===== src/rtl/core/bsi_pkg.sv =====
// bsi_pkg: shared types and constants for the battery soc interpolator
// no dependencies; used by the interfaces and every rtl/core module

package bsi_pkg;

    localparam int VOLT_W     = 16;
    localparam int PCT_W      = 7;
    localparam int POINT_W    = 23;
    localparam int SOC_W      = 15;
    localparam int CFG_IDX_W  = 3;
    localparam int CFG_DATA_W = 23;
    localparam int COUNT_W    = 3;
    localparam int MUL_W      = 17;
    localparam int PROD_W     = 34;
    localparam int SUB_W      = 32;
    localparam int ACC_W      = 25;
    localparam int LIM_W      = 31;
    localparam int DIV_STEPS  = 15;
    localparam int CNT_W      = 4;

    // register indexes on the config port
    localparam logic [CFG_IDX_W-1:0] REG_POINT_COUNT = 3'd0;
    localparam logic [CFG_IDX_W-1:0] REG_POINT_0     = 3'd1;
    localparam logic [CFG_IDX_W-1:0] REG_MARGIN      = 3'd7;

    // reset values of the config registers
    localparam logic [COUNT_W-1:0] POINT_COUNT_RST = 3'd2;
    localparam logic [POINT_W-1:0] POINT0_RST      = 23'd11800;
    localparam logic [POINT_W-1:0] POINT1_RST      = 23'd6566300;
    localparam logic [VOLT_W-1:0]  MARGIN_RST      = 16'd400;

    localparam logic [PCT_W-1:0]  PCT_EMPTY     = 7'd0;
    localparam logic [PCT_W-1:0]  PCT_FULL      = 7'd100;
    localparam logic [SOC_W-1:0]  SOC_MAX_Q8    = 15'd25856;
    localparam logic [SOC_W-1:0]  SOC_FULL_Q8   = 15'd25600;
    localparam logic [MUL_W-1:0]  SOC_LIMIT_MUL = 17'd25857;

    typedef enum logic [1:0] {
        ST_BELOW    = 2'd0,
        ST_INTERP   = 2'd1,
        ST_FULL     = 2'd2,
        ST_CHARGING = 2'd3
    } soc_status_t;

    typedef enum logic [2:0] {
        S_IDLE,
        S_SCAN,
        S_MUL_BASE,
        S_MUL_SLOPE,
        S_MUL_LIMIT,
        S_CHECK,
        S_DIV,
        S_FIN
    } state_t;

    typedef struct packed {
        logic [MUL_W-1:0] mul_a;
        logic [MUL_W-1:0] mul_b;
        logic [SUB_W-1:0] sub_a;
        logic [SUB_W-1:0] sub_b;
    } alu_req_t;

    typedef struct packed {
        logic [PROD_W-1:0] prod;
        logic [SUB_W-1:0]  diff;
        logic              ge;
    } alu_rsp_t;

endpackage


===== src/rtl/core/bsi_if.sv =====
// bsi_if: valid/ready channel interfaces for voltage samples and soc results
// depends on bsi_pkg

interface bsi_in_if;
    import bsi_pkg::*;

    logic              valid;
    logic              ready;
    logic [VOLT_W-1:0] voltage_mv;

    modport source (output valid, output voltage_mv, input ready);
    modport sink (input valid, input voltage_mv, output ready);
endinterface

interface bsi_out_if;
    import bsi_pkg::*;

    logic             valid;
    logic             ready;
    logic [SOC_W-1:0] soc_q8;
    logic [1:0]       soc_status;

    modport source (output valid, output soc_q8, output soc_status, input ready);
    modport sink (input valid, input soc_q8, input soc_status, output ready);
endinterface


===== src/rtl/core/bsi_cfg.sv =====
// bsi_cfg: configuration register file (point count, breakpoints, margin)
// depends on bsi_pkg

module bsi_cfg #(
    parameter int MAX_POINTS = 6
) (
    input  logic                                           clk,
    input  logic                                           rst_n,
    input  logic                                           cfg_we,
    input  logic [bsi_pkg::CFG_IDX_W-1:0]                  cfg_index,
    input  logic [bsi_pkg::CFG_DATA_W-1:0]                 cfg_data,
    output logic [bsi_pkg::COUNT_W-1:0]                    point_count,
    output logic [bsi_pkg::VOLT_W-1:0]                     margin_mv,
    output logic [MAX_POINTS-1:0][bsi_pkg::POINT_W-1:0]    points
);
    import bsi_pkg::*;

    logic [COUNT_W-1:0]                  count_reg;
    logic [VOLT_W-1:0]                   margin_reg;
    logic [MAX_POINTS-1:0][POINT_W-1:0]  points_reg;

    always_ff @(posedge clk or negedge rst_n)
    begin
        if (!rst_n)
        begin
            count_reg  <= POINT_COUNT_RST;
            margin_reg <= MARGIN_RST;
            for (int k = 0; k < MAX_POINTS; k++)
            begin
                if (k == 0)
                    points_reg[k] <= POINT0_RST;
                else if (k == 1)
                    points_reg[k] <= POINT1_RST;
                else
                    points_reg[k] <= '0;
            end
        end
        else if (cfg_we)
        begin
            if (cfg_index == REG_POINT_COUNT)
                count_reg <= cfg_data[COUNT_W-1:0];
            if (cfg_index == REG_MARGIN)
                margin_reg <= cfg_data[VOLT_W-1:0];
            for (int k = 0; k < MAX_POINTS; k++)
            begin
                if (cfg_index == CFG_IDX_W'(int'(REG_POINT_0) + k))
                    points_reg[k] <= cfg_data[POINT_W-1:0];
            end
        end
    end

    assign point_count = count_reg;
    assign margin_mv   = margin_reg;
    assign points      = points_reg;

endmodule


===== src/rtl/core/bsi_alu.sv =====
// bsi_alu: shared arithmetic unit, one signed multiplier and one subtract/compare
// depends on bsi_pkg

module bsi_alu (
    input  bsi_pkg::alu_req_t req,
    output bsi_pkg::alu_rsp_t rsp
);
    import bsi_pkg::*;

    logic [SUB_W:0] diff_wide;

    assign rsp.prod  = PROD_W'($signed(req.mul_a) * $signed(req.mul_b));
    assign diff_wide = {1'b0, req.sub_a} - {1'b0, req.sub_b};
    assign rsp.diff  = diff_wide[SUB_W-1:0];
    assign rsp.ge    = ~diff_wide[SUB_W];

endmodule


===== src/rtl/core/bsi_ctrl.sv =====
// bsi_ctrl: sequencer that scans breakpoints, forms the interpolation and divides
// depends on bsi_pkg and bsi_if; drives the shared bsi_alu unit through its request and response ports

module bsi_ctrl #(
    parameter int MAX_POINTS = 6
) (
    input  logic                                         clk,
    input  logic                                         rst_n,
    bsi_in_if.sink                                       sample,
    bsi_out_if.source                                    soc,
    input  logic [bsi_pkg::COUNT_W-1:0]                  point_count,
    input  logic [bsi_pkg::VOLT_W-1:0]                   margin_mv,
    input  logic [MAX_POINTS-1:0][bsi_pkg::POINT_W-1:0]  points,
    output bsi_pkg::alu_req_t                            alu_req,
    input  bsi_pkg::alu_rsp_t                            alu_rsp
);
    import bsi_pkg::*;

    localparam int IDX_W = (MAX_POINTS > 1) ? $clog2(MAX_POINTS) : 1;
    localparam logic [COUNT_W-1:0] MaxPts = COUNT_W'(MAX_POINTS);

    state_t                   state_reg, state_next;
    logic [VOLT_W-1:0]        v_reg, v_next;
    logic [IDX_W-1:0]         idx_reg, idx_next;
    logic [PCT_W-1:0]         sp_reg, sp_next;
    logic [VOLT_W-1:0]        sv_reg, sv_next;
    logic [PCT_W-1:0]         ep_reg, ep_next;
    logic [VOLT_W-1:0]        ev_reg, ev_next;
    logic signed [ACC_W-1:0]  t_reg, t_next;
    logic [LIM_W-1:0]         lim_reg, lim_next;
    logic [SUB_W-1:0]         rem_reg, rem_next;
    logic [SUB_W-1:0]         dsh_reg, dsh_next;
    logic [SOC_W-1:0]         q_reg, q_next;
    logic [CNT_W-1:0]         cnt_reg, cnt_next;
    logic [SOC_W-1:0]         res_q8_reg, res_q8_next;
    soc_status_t              res_st_reg, res_st_next;
    logic                     out_valid_reg, out_valid_next;
    logic [SOC_W-1:0]         out_q8_reg, out_q8_next;
    soc_status_t              out_st_reg, out_st_next;

    // scan decisions for the breakpoint at idx_reg
    logic [POINT_W-1:0]  pt;
    logic [PCT_W-1:0]    pt_pct;
    logic [VOLT_W-1:0]   pt_mv;
    logic [COUNT_W-1:0]  n_last;
    logic                hit_below;
    logic                hit_full;
    logic                hit_stop;
    logic                at_last;
    logic                charging;
    logic [SOC_W-1:0]    pct_q8;
    logic [VOLT_W-1:0]   den;
    logic [VOLT_W-1:0]   dv;
    logic [PCT_W:0]      dp;
    logic                t_nonpos;
    logic [SUB_W-1:0]    num;
    logic                div_last;
    logic                out_free;

    assign pt        = points[idx_reg];
    assign pt_pct    = pt[POINT_W-1:VOLT_W];
    assign pt_mv     = pt[VOLT_W-1:0];
    assign hit_below = (pt_pct == PCT_EMPTY) && (v_reg < pt_mv);
    assign hit_full  = (pt_pct == PCT_FULL) && (v_reg >= pt_mv);
    assign hit_stop  = (pt_mv > v_reg);
    assign charging  = {1'b0, v_reg} >= ({1'b0, pt_mv} + {1'b0, margin_mv});
    assign pct_q8    = {pt_pct, 8'd0};
    assign at_last   = (COUNT_W'(idx_reg) == n_last);

    always_comb
    begin
        if (point_count < 3'd2)
            n_last = 3'd1;
        else if (point_count > MaxPts)
            n_last = MaxPts - 3'd1;
        else
            n_last = point_count - 3'd1;
    end

    assign den      = ev_reg - sv_reg;
    assign dv       = v_reg - sv_reg;
    assign dp       = {1'b0, ep_reg} - {1'b0, sp_reg};
    assign t_nonpos = t_reg[ACC_W-1] || (t_reg == '0);
    assign num      = {t_reg[ACC_W-2:0], 8'd0};
    assign div_last = (cnt_reg == CNT_W'(DIV_STEPS - 1));
    assign out_free = !out_valid_reg || soc.ready;

    assign sample.ready   = (state_reg == S_IDLE);
    assign soc.valid      = out_valid_reg;
    assign soc.soc_q8     = out_q8_reg;
    assign soc.soc_status = out_st_reg;

    // next state
    always_comb
    begin
        state_next = state_reg;
        case (state_reg)
            S_IDLE:
            begin
                if (sample.valid)
                    state_next = S_SCAN;
            end
            S_SCAN:
            begin
                if (hit_below || hit_full)
                    state_next = S_FIN;
                else if (hit_stop)
                    state_next = S_MUL_BASE;
                else if (at_last)
                    state_next = S_FIN;
            end
            S_MUL_BASE:  state_next = S_MUL_SLOPE;
            S_MUL_SLOPE: state_next = S_MUL_LIMIT;
            S_MUL_LIMIT: state_next = S_CHECK;
            S_CHECK:
            begin
                if (t_nonpos || alu_rsp.ge)
                    state_next = S_FIN;
                else
                    state_next = S_DIV;
            end
            S_DIV:
            begin
                if (div_last)
                    state_next = S_FIN;
            end
            S_FIN:
            begin
                if (out_free)
                    state_next = S_IDLE;
            end
            default: state_next = S_IDLE;
        endcase
    end

    // datapath and outputs
    always_comb
    begin
        v_next         = v_reg;
        idx_next       = idx_reg;
        sp_next        = sp_reg;
        sv_next        = sv_reg;
        ep_next        = ep_reg;
        ev_next        = ev_reg;
        t_next         = t_reg;
        lim_next       = lim_reg;
        rem_next       = rem_reg;
        dsh_next       = dsh_reg;
        q_next         = q_reg;
        cnt_next       = cnt_reg;
        res_q8_next    = res_q8_reg;
        res_st_next    = res_st_reg;
        out_q8_next    = out_q8_reg;
        out_st_next    = out_st_reg;
        out_valid_next = out_valid_reg;
        alu_req        = '0;

        if (out_valid_reg && soc.ready)
            out_valid_next = 1'b0;

        case (state_reg)
            S_IDLE:
            begin
                if (sample.valid)
                begin
                    v_next   = sample.voltage_mv;
                    idx_next = '0;
                    sp_next  = '0;
                    sv_next  = '0;
                end
            end
            S_SCAN:
            begin
                ep_next = pt_pct;
                ev_next = pt_mv;
                if (hit_below)
                begin
                    res_q8_next = '0;
                    res_st_next = ST_BELOW;
                end
                else if (hit_full)
                begin
                    res_q8_next = charging ? SOC_MAX_Q8 : SOC_FULL_Q8;
                    res_st_next = charging ? ST_CHARGING : ST_FULL;
                end
                else if (!hit_stop)
                begin
                    sp_next  = pt_pct;
                    sv_next  = pt_mv;
                    idx_next = idx_reg + 1'b1;
                    // ran off the end of the table: hold at the last percent
                    res_q8_next = (pct_q8 > SOC_MAX_Q8) ? SOC_MAX_Q8 : pct_q8;
                    res_st_next = ST_INTERP;
                end
            end
            S_MUL_BASE:
            begin
                alu_req.mul_a = MUL_W'(sp_reg);
                alu_req.mul_b = {1'b0, den};
                t_next        = alu_rsp.prod[ACC_W-1:0];
            end
            S_MUL_SLOPE:
            begin
                alu_req.mul_a = {{(MUL_W-PCT_W-1){dp[PCT_W]}}, dp};
                alu_req.mul_b = {1'b0, dv};
                t_next        = t_reg + $signed(alu_rsp.prod[ACC_W-1:0]);
            end
            S_MUL_LIMIT:
            begin
                alu_req.mul_a = {1'b0, den};
                alu_req.mul_b = SOC_LIMIT_MUL;
                lim_next      = alu_rsp.prod[LIM_W-1:0];
            end
            S_CHECK:
            begin
                alu_req.sub_a = num;
                alu_req.sub_b = {1'b0, lim_reg};
                res_st_next   = ST_INTERP;
                if (t_nonpos)
                    res_q8_next = '0;
                else if (alu_rsp.ge)
                    res_q8_next = SOC_MAX_Q8;
                else
                begin
                    rem_next = num;
                    dsh_next = {2'b00, den, 14'd0};
                    q_next   = '0;
                    cnt_next = '0;
                end
            end
            S_DIV:
            begin
                alu_req.sub_a = rem_reg;
                alu_req.sub_b = dsh_reg;
                if (alu_rsp.ge)
                    rem_next = alu_rsp.diff;
                q_next   = {q_reg[SOC_W-2:0], alu_rsp.ge};
                dsh_next = {1'b0, dsh_reg[SUB_W-1:1]};
                cnt_next = cnt_reg + 1'b1;
                if (div_last)
                    res_q8_next = {q_reg[SOC_W-2:0], alu_rsp.ge};
            end
            S_FIN:
            begin
                if (out_free)
                begin
                    out_valid_next = 1'b1;
                    out_q8_next    = res_q8_reg;
                    out_st_next    = res_st_reg;
                end
            end
            default: ;
        endcase
    end

    always_ff @(posedge clk or negedge rst_n)
    begin
        if (!rst_n)
        begin
            state_reg     <= S_IDLE;
            out_valid_reg <= 1'b0;
        end
        else
        begin
            state_reg     <= state_next;
            out_valid_reg <= out_valid_next;
        end
    end

    always_ff @(posedge clk)
    begin
        v_reg      <= v_next;
        idx_reg    <= idx_next;
        sp_reg     <= sp_next;
        sv_reg     <= sv_next;
        ep_reg     <= ep_next;
        ev_reg     <= ev_next;
        t_reg      <= t_next;
        lim_reg    <= lim_next;
        rem_reg    <= rem_next;
        dsh_reg    <= dsh_next;
        q_reg      <= q_next;
        cnt_reg    <= cnt_next;
        res_q8_reg <= res_q8_next;
        res_st_reg <= res_st_next;
        out_q8_reg <= out_q8_next;
        out_st_reg <= out_st_next;
    end

`ifndef SYNTHESIS
    a_rise_from_fin: assert property (@(posedge clk) disable iff (!rst_n)
        $rose(out_valid_reg) |-> $past(state_reg == S_FIN))
        else $error("result word appeared without passing the finish state");

    a_soc_in_range: assert property (@(posedge clk) disable iff (!rst_n)
        out_valid_reg |-> (out_q8_reg <= SOC_MAX_Q8))
        else $error("soc result above 101 percent");

    a_charging_value: assert property (@(posedge clk) disable iff (!rst_n)
        (out_valid_reg && (out_st_reg == ST_CHARGING)) |-> (out_q8_reg == SOC_MAX_Q8))
        else $error("charging status with a value other than 101 percent");

    a_div_count: assert property (@(posedge clk) disable iff (!rst_n)
        (state_reg == S_DIV) |-> (cnt_reg < CNT_W'(DIV_STEPS)))
        else $error("divider ran past its last step");

    a_stall_holds_result: assert property (@(posedge clk) disable iff (!rst_n)
        (state_reg == S_FIN && out_valid_reg && !soc.ready) |=> (state_reg == S_FIN))
        else $error("finished result dropped while output was stalled");
`endif

endmodule


===== src/rtl/core/battery_soc_interpolator.sv =====
// battery_soc_interpolator: top level of the battery state of charge interpolator
// depends on bsi_pkg, bsi_if, bsi_cfg, bsi_alu and bsi_ctrl
//
// channel   dir   handshake          payload
// sample    in    valid / ready      voltage_mv [15:0]
// soc       out   valid / ready      soc_q8 [14:0], soc_status [1:0]
// cfg       in    cfg_we (no ready)  cfg_index [2:0], cfg_data [22:0]
//
// one sample at a time: accept, then scan the breakpoints in order (up to MAX_POINTS);
// interpolated samples add the base, slope and limit products on the shared multiplier,
// one range check and 15 restore-divide steps on the shared subtractor; below, full
// and charging exits go straight from the scan to the finish state
// sample.ready is high only while the sequencer is idle; a result waits in the output
// register while the next sample is taken, and the sequencer holds if it is still full
// rst_n is asynchronous, active low; it restores the default two-point table

module battery_soc_interpolator #(
    parameter int MAX_POINTS = 6
) (
    input  logic                               clk,
    input  logic                               rst_n,
    bsi_in_if.sink                             sample,
    bsi_out_if.source                          soc,
    input  logic                               cfg_we,
    input  logic [bsi_pkg::CFG_IDX_W-1:0]      cfg_index,
    input  logic [bsi_pkg::CFG_DATA_W-1:0]     cfg_data
);
    import bsi_pkg::*;

    // config register outputs
    logic [COUNT_W-1:0]                  point_count;
    logic [VOLT_W-1:0]                   margin_mv;
    logic [MAX_POINTS-1:0][POINT_W-1:0]  points;

    // shared arithmetic unit traffic
    alu_req_t alu_req;
    alu_rsp_t alu_rsp;

    bsi_cfg #(
        .MAX_POINTS (MAX_POINTS)
    ) u_cfg (
        .clk         (clk),
        .rst_n       (rst_n),
        .cfg_we      (cfg_we),
        .cfg_index   (cfg_index),
        .cfg_data    (cfg_data),
        .point_count (point_count),
        .margin_mv   (margin_mv),
        .points      (points)
    );

    // one multiplier and one subtract/compare shared by the multiply, check and divide steps
    bsi_alu u_alu (
        .req (alu_req),
        .rsp (alu_rsp)
    );

    // sequencer: breakpoint scan, interpolation products, divide, output register
    bsi_ctrl #(
        .MAX_POINTS (MAX_POINTS)
    ) u_ctrl (
        .clk         (clk),
        .rst_n       (rst_n),
        .sample      (sample),
        .soc         (soc),
        .point_count (point_count),
        .margin_mv   (margin_mv),
        .points      (points),
        .alu_req     (alu_req),
        .alu_rsp     (alu_rsp)
    );

endmodule

===== src/flat_wrapper.sv =====
// flat-port wrapper written by rule: the top's interface ports become plain ports
module battery_soc_interpolator_flat import bsi_pkg::*;
#(
    parameter int MAX_POINTS = 6
)
  (clk, rst_n, cfg_we, cfg_index, cfg_data, sample_valid, sample_voltage_mv, sample_ready, soc_valid, soc_soc_q8, soc_soc_status, soc_ready);
  bsi_in_if sample_i ();
  bsi_out_if soc_i ();
  input  logic clk;
  input  logic rst_n;
  input  logic cfg_we;
  input  logic [bsi_pkg::CFG_IDX_W-1:0] cfg_index;
  input  logic [bsi_pkg::CFG_DATA_W-1:0] cfg_data;
  input wire logic [$bits(sample_i.valid)-1:0] sample_valid;
  input wire logic [$bits(sample_i.voltage_mv)-1:0] sample_voltage_mv;
  output wire logic [$bits(sample_i.ready)-1:0] sample_ready;
  output wire logic [$bits(soc_i.valid)-1:0] soc_valid;
  output wire logic [$bits(soc_i.soc_q8)-1:0] soc_soc_q8;
  output wire logic [$bits(soc_i.soc_status)-1:0] soc_soc_status;
  input wire logic [$bits(soc_i.ready)-1:0] soc_ready;
  assign sample_i.valid = sample_valid;
  assign sample_i.voltage_mv = sample_voltage_mv;
  assign sample_ready = sample_i.ready;
  assign soc_valid = soc_i.valid;
  assign soc_soc_q8 = soc_i.soc_q8;
  assign soc_soc_status = soc_i.soc_status;
  assign soc_i.ready = soc_ready;
  battery_soc_interpolator #(.MAX_POINTS(MAX_POINTS)) u_core (.clk(clk), .rst_n(rst_n), .sample(sample_i), .soc(soc_i), .cfg_we(cfg_we), .cfg_index(cfg_index), .cfg_data(cfg_data));
endmodule

===== config.mk =====
export PLATFORM = sky130hd
export DESIGN_NAME = battery_soc_interpolator_flat
export DESIGN_NICKNAME = d
export VERILOG_FILES = /design/src/rtl/core/bsi_pkg.sv /design/src/rtl/core/bsi_if.sv /design/src/rtl/core/bsi_cfg.sv /design/src/rtl/core/bsi_alu.sv /design/src/rtl/core/bsi_ctrl.sv /design/src/rtl/core/battery_soc_interpolator.sv /design/src/flat_wrapper.sv
export SDC_FILE = /design/constraint.sdc
export NUM_CORES = 1
export LEC_CHECK = 0
export BUFFER_PORTS_ARGS = -buffer_cell sky130_fd_sc_hd__buf_2
export CORE_MARGIN = 4
export CORE_UTILIZATION = 50
export CTS_CLUSTER_SIZE = 12
export DETAILED_ROUTE_END_ITERATION = 8
export PLACE_DENSITY = 0.77
export RECOVER_POWER = 50
export SLEW_MARGIN = 5
export SYNTH_ARGS = -nofsm -noshare
export SYNTH_HDL_FRONTEND = slang
export SYNTH_SLANG_ARGS = --single-unit

===== constraint.sdc =====
create_clock -name clk -period 11.4 [get_ports clk]
set_input_delay 1.14 -clock clk [delete_from_list [all_inputs] [get_ports clk]]
set_output_delay 1.14 -clock clk [all_outputs]
set_load 0.02 [all_outputs]

; After elaboration in Yosys (flattened, before gate mapping)
; Cells that the tools add are included.
[classes]
add_sub_neg = 9
n_mul = 1
magnitude_cmp = 8
n_eq_ne = 29
muxes = 60
n_bitwise = 1
n_reduce_logical = 33
[ops]
columns = operator, n
row1 = $mux 32, 5
row2 = $pmux 32 s2, 2
row3 = $pmux 64 s2, 1
row4 = $mux 15, 7
row5 = $pmux 34 s3, 1
row6 = $bmux 23 s3, 1
row7 = $mux 16, 4
row8 = $pmux 25 s2, 1
row9 = $pmux 15 s3, 1
row10 = $mux 3, 12
row11 = $sub 32x32->33, 1
row12 = $pmux 16 s2, 1
row13 = $sub 16x16->16, 2
row14 = $mul 17x17->31, 1
row15 = $mux 14, 2
row16 = $mux 7, 4
row17 = $pmux 14 s2, 1
row18 = $add 25x25->25, 1
row19 = $logic_not 25->1, 1
row20 = $eq 3x3->1 const B, 8
row21 = $pmux 3 s8, 1
row22 = $mux 23, 1
row23 = $reduce_and 2->1, 11
row24 = $add 16x16->17, 1
row25 = other kinds (40), 70
[word_totals]
ff_bits = 398
inputBits = 47
output_inout_bits = 19
word_cells = 167

; Longest topological paths before layout
[depth]
depth_word = 8
mapped_depth = 45
depth_no_buf = 44

; Hierarchy
; From an unflattened synthesis, not the netlist that was laid out.
[hier_totals]
cells_unflattened = 3234
hier_area_um2 = 33850.0
[by_module_without_submodules]
columns = mod, n_inst, cells_per_inst, area_each_um2, seq_area_each_um2
row1 = bsi_ctrl, 1, 1423, 15167.0, 7156.9
row2 = bsi_alu, 1, 1473, 12623.4, 0.0
row3 = bsi_cfg, 1, 338, 6059.6, 3953.8

; Worst setup path before layout
; Ideal clock, no wire load.
[synth_timing]
path_kind = register -> register
start = register u_core.u_ctrl.sv_reg[1]
end = register u_core.u_ctrl.t_reg[24], data pin
setup_ns = 0.264
arrival_ns = 9.155
t_required_ns = 11.136
setup_slack_ns = 1.982
path_stages_with_launch = 40
n_path_buf = 0
period_less_slack_ns = 9.418
path_cell_list = edfxtp_1 inv_1 ha_1 nor2b_1 o21ai_1 a21boi_0 o21ai_1 a21oi_1 o21a_1 o31ai_1 a21boi_1 a21oi_1 nor3_2 inv_1 fa_1 fa_1 inv_1 fa_1 [... 4 more ...] inv_1 ha_1 a2111oi_0 o21ai_1 and2_1 a21o_1 a21oi_1 xnor2_1 ha_1 nor2b_1 o21ai_0 nand3_1 o21ai_0 a31oi_1 a311oi_1 or4_1 a31oi_1 xor2_1
[synth_lines]
columns = item, line
row1 = "start, declared", bsi_ctrl.sv:26  ; logic [VOLT_W-1:0] sv_reg, sv_next;
row2 = "start signal, assigned", bsi_ctrl.sv:275  ; sv_reg <= sv_next;
row3 = "end signal, assigned", bsi_ctrl.sv:278  ; t_reg <= t_next;
row4 = "end, declared", bsi_ctrl.sv:29  ; logic signed [ACC_W-1:0] t_reg, t_next;

==> flow_summary_export.csv <==
group,metric,value,unit
outcome,status,"finished, violations left",
outcome,violations,"max-capacitance violations, max-slew violations",
run,maxCapViolations,12,
worst_setup_path,worst_ep_required_time,11.69,ns
route,detail_route.wl_per_cell,19.06,um
floorplan,core_area,63200,um2
power,ir_drop,222.4,uV
cts,htree_levels,2,
grt,grt_pass1_vias,22646,
worst_setup_path,cp_max_fo,8,
sta,fin_crit,10.56,ns
synthesis,syn_nets,3569,
power,internal-power,5.876,mW
hold_path,hp-class,"flip-flop to flip-flop",
floorplan,boundaryPins,66,
worst_setup_path,slowest_stage,"mux2i_1",
route,vias_per_cell,5.660,
worst_setup_path,cpMostUsedCell,"fa_1",
power,netSwitchingPower,5.239,mW
synthesis,synth.distinct_cells,82,
synthesis,netlist_area,31940,um2
final_layout,final_common_cell,"inv_1",
placed_design,hpwlAfterDp,57.36,mm
synthesis,synth_warnings,0,
power,switching_share,0.4714,
route,first_pass_iters,5,
sta,whs,0.4176,ns
grt,grt_pass1_wl,121.8,mm
placed_design,placed_cells,3896,
cts,cts_num_sinks,396,
synthesis,ys.flop_type,"edfxtp_1",
cts,cts_root_buf,"clkbuf_16",
cts,postCtsSetupRepairBufs,0,
final_layout,syn2layout_area_growth,8.183,%
cts,clock_latency,0.56,ns
synthesis,synth-seq-cells,396,
sta,max_freq,0.09471,GHz
synthesis,synth_top_area_cell,"edfxtp_1",
placed_design,post-place-ws,0.9988,ns
worst_setup_path,critPathKind,"flip-flop to flip-flop",
power,p_comb_frac,0.649,
floorplan,die_h,260.8,um
grt,grt_max_degree,89,
sta,hold_viol_final,0,
sta,setup_viol,0,
sta,drv_slew,471,
worst_setup_path,endpoint_kind,"flip-flop",
route,drtAntennaViolNets,0,
final_layout,utilization,0.5468,
route,drt_iter0_drc,1710,
cts,cts_tree,"yes",
final_layout,fin_cells,3970,
synthesis,async_flop_share,0.4066,
grt,grt-ovfl-total,0,
cts,clk_pin_slew_worst_paths,0.06,ns
worst_setup_path,critPathArrivalTime,10.85,ns
final_layout,stdcell_area,34560,um2
sta,fin_skew,0.02981,ns
power,p_leak,15.14,nW
final_layout,diodes,0,
floorplan,initial_core_util,0.5055,
synthesis,syn_avg_cell_area,10.54,um2
synthesis,synth_area_leaders,"edfxtp_1 22%, fa_1 17%, dfrtp_1 11%, ha_1 8.8%, mux2_2 5.6%",
floorplan,die_area,67990,um2
floorplan,die_w,260.8,um
grt,track_usage,0.2238,
cts,clockBufferDepth,3,
sta,layout_worst_path_cycle_share,0.9262,
synthesis,netlist_instances,3032,
cts,hold_buffers,0,
final_layout,largest_register_ffs,138,
worst_setup_path,critPathMaxStageDelay,0.65,ns
cts,cts_made_buffers,41,
sta,setup_tns,0,ns
sta,slew_headroom,-2.056,
sta,rsz0062_at_grt,"no",
route,vias,22470,
sta,fin_ws,0.8412,ns
power,total_power,11.12,mW
final_layout,fin_nets,3630,
placed_design,gp_congestion,0.9346,
cts,cts.repair.resized,0,
final_layout,drive_gt1_frac,0.1149,
synthesis,synth_top_area_share,0.2209,
placed_design,postPlaceCellArea,33370,um2
synthesis,synth-edff-count,235,
grt,antenna_found_initial,0,
sta,tightest_slew,4.585,ns
route,wirelength,75.65,mm
placed_design,portBuffers,65,
power,pwr-share-clk,0.118,
route,drc,0,
floorplan,rows,92,
power,seqPwrFrac,0.234,
final_layout,final_cell_mix,"452 x inv_1, 284 x nand2_1, 265 x fa_1",
worst_setup_path,cp-start-kind,"flip-flop",
synthesis,yosysSeqAreaShare,0.3478,
power,p_per_area,321.6,nW/um2
## cell usage after synthesis, types with 85 or more instances
master    count
nand2_1     285
o21ai_0     116
a21oi_1     120
inv_1       451
mux2_2      160
nor2_1      145
and2_1       92
fa_1        265
xnor2_1      85
edfxtp_1    235
ha_1        225
dfrtp_1     141
## kinds of logic after synthesis
| logic type | Yosys count | synth area share |
|---|---|---|
| AOI/OAI and AO/OA | 527 | 0.1089 |
| xor gates and xnor gates | 127 | 0.03482 |
| adders and majority gates | 490 | 0.2542 |
| buffers and inverters | 550 | 0.06490 |
| DFF | 396 | 0.3478 |
| muxes | 214 | 0.08233 |
| and+or+nand+nor | 728 | 0.1070 |
## final timing paths
path | from | endpoint | slack (ns) | cells after the start
max | u_core.u_ctrl.ev_reg[0] | u_core.u_ctrl.t_reg[24] | 0.84 | 39
min | u_core.u_ctrl.res_q8_reg[12] | u_core.u_ctrl.soc.soc_q8[12] | 0.42 | 0
max reg2reg | u_core.u_ctrl.ev_reg[0] | u_core.u_ctrl.t_reg[24] | 0.84 | 39
min reg2reg | u_core.u_ctrl.res_q8_reg[12] | u_core.u_ctrl.soc.soc_q8[12] | 0.42 | 0
max in group asynchronous | rst_n | u_core.u_ctrl.state_reg[2] | 3.91 | 2
min in group asynchronous | rst_n | u_core.u_cfg.points[33] | 2.21 | 1
## cell type report
type / count / area (um2)
fill: 5354 / 28640
multi-input combinational: 2086 / 18790
tap: 846 / 1059
sequential: 396 / 11110
timing repair buffer: 113 / 609.3
clock buffer: 65 / 1126
clock inverter: 9 / 152.6
inverter: 455 / 1708
## worst max-delay path, delay by kind of cell, from the launching register on
kind	cells	cell delay [ns]
DFF	1	0.37
buffers and inverters	5	0.28
and+or+nand+nor	9	1.83
AOI/OAI and AO/OA	12	2.60
adders and majority gates	10	4.28
muxes	1	0.65
xor gates and xnor gates	2	0.28
## power by group through the flow
| stage | combinational [mW] | clock (mW) | sequential, mW |
|---|---|---|---|
| final | 7.21 | 1.31 | 2.60 |
| after global routing | 8.05 | 1.39 | 2.64 |
| after CTS | 7.16 | 1.33 | 2.59 |
| after detailed placement | 7.11 | 0 | 2.61 |
| after global placement | 6.96 | 0 | 2.59 |
| after floorplan | 5.32 | 0 | 2.52 |
## routing by layer
| metal | wire length, um | GRT usage | vias to the layer above | part of all wire |
|---|---|---|---|---|
| li1 | - | - | 10424 | - |
| met1 | 32560 | 0.3113 | 11139 | 0.43 |
| met2 | 36180 | 0.3724 | 753 | 0.48 |
| met3 | 4676 | 0.03037 | 154 | 0.062 |
| met4 | 2237 | 0.05889 | 0 | 0.030 |
| met5 | 0 | 0 | - | 0 |
Power figures use the tool's default switching activity.
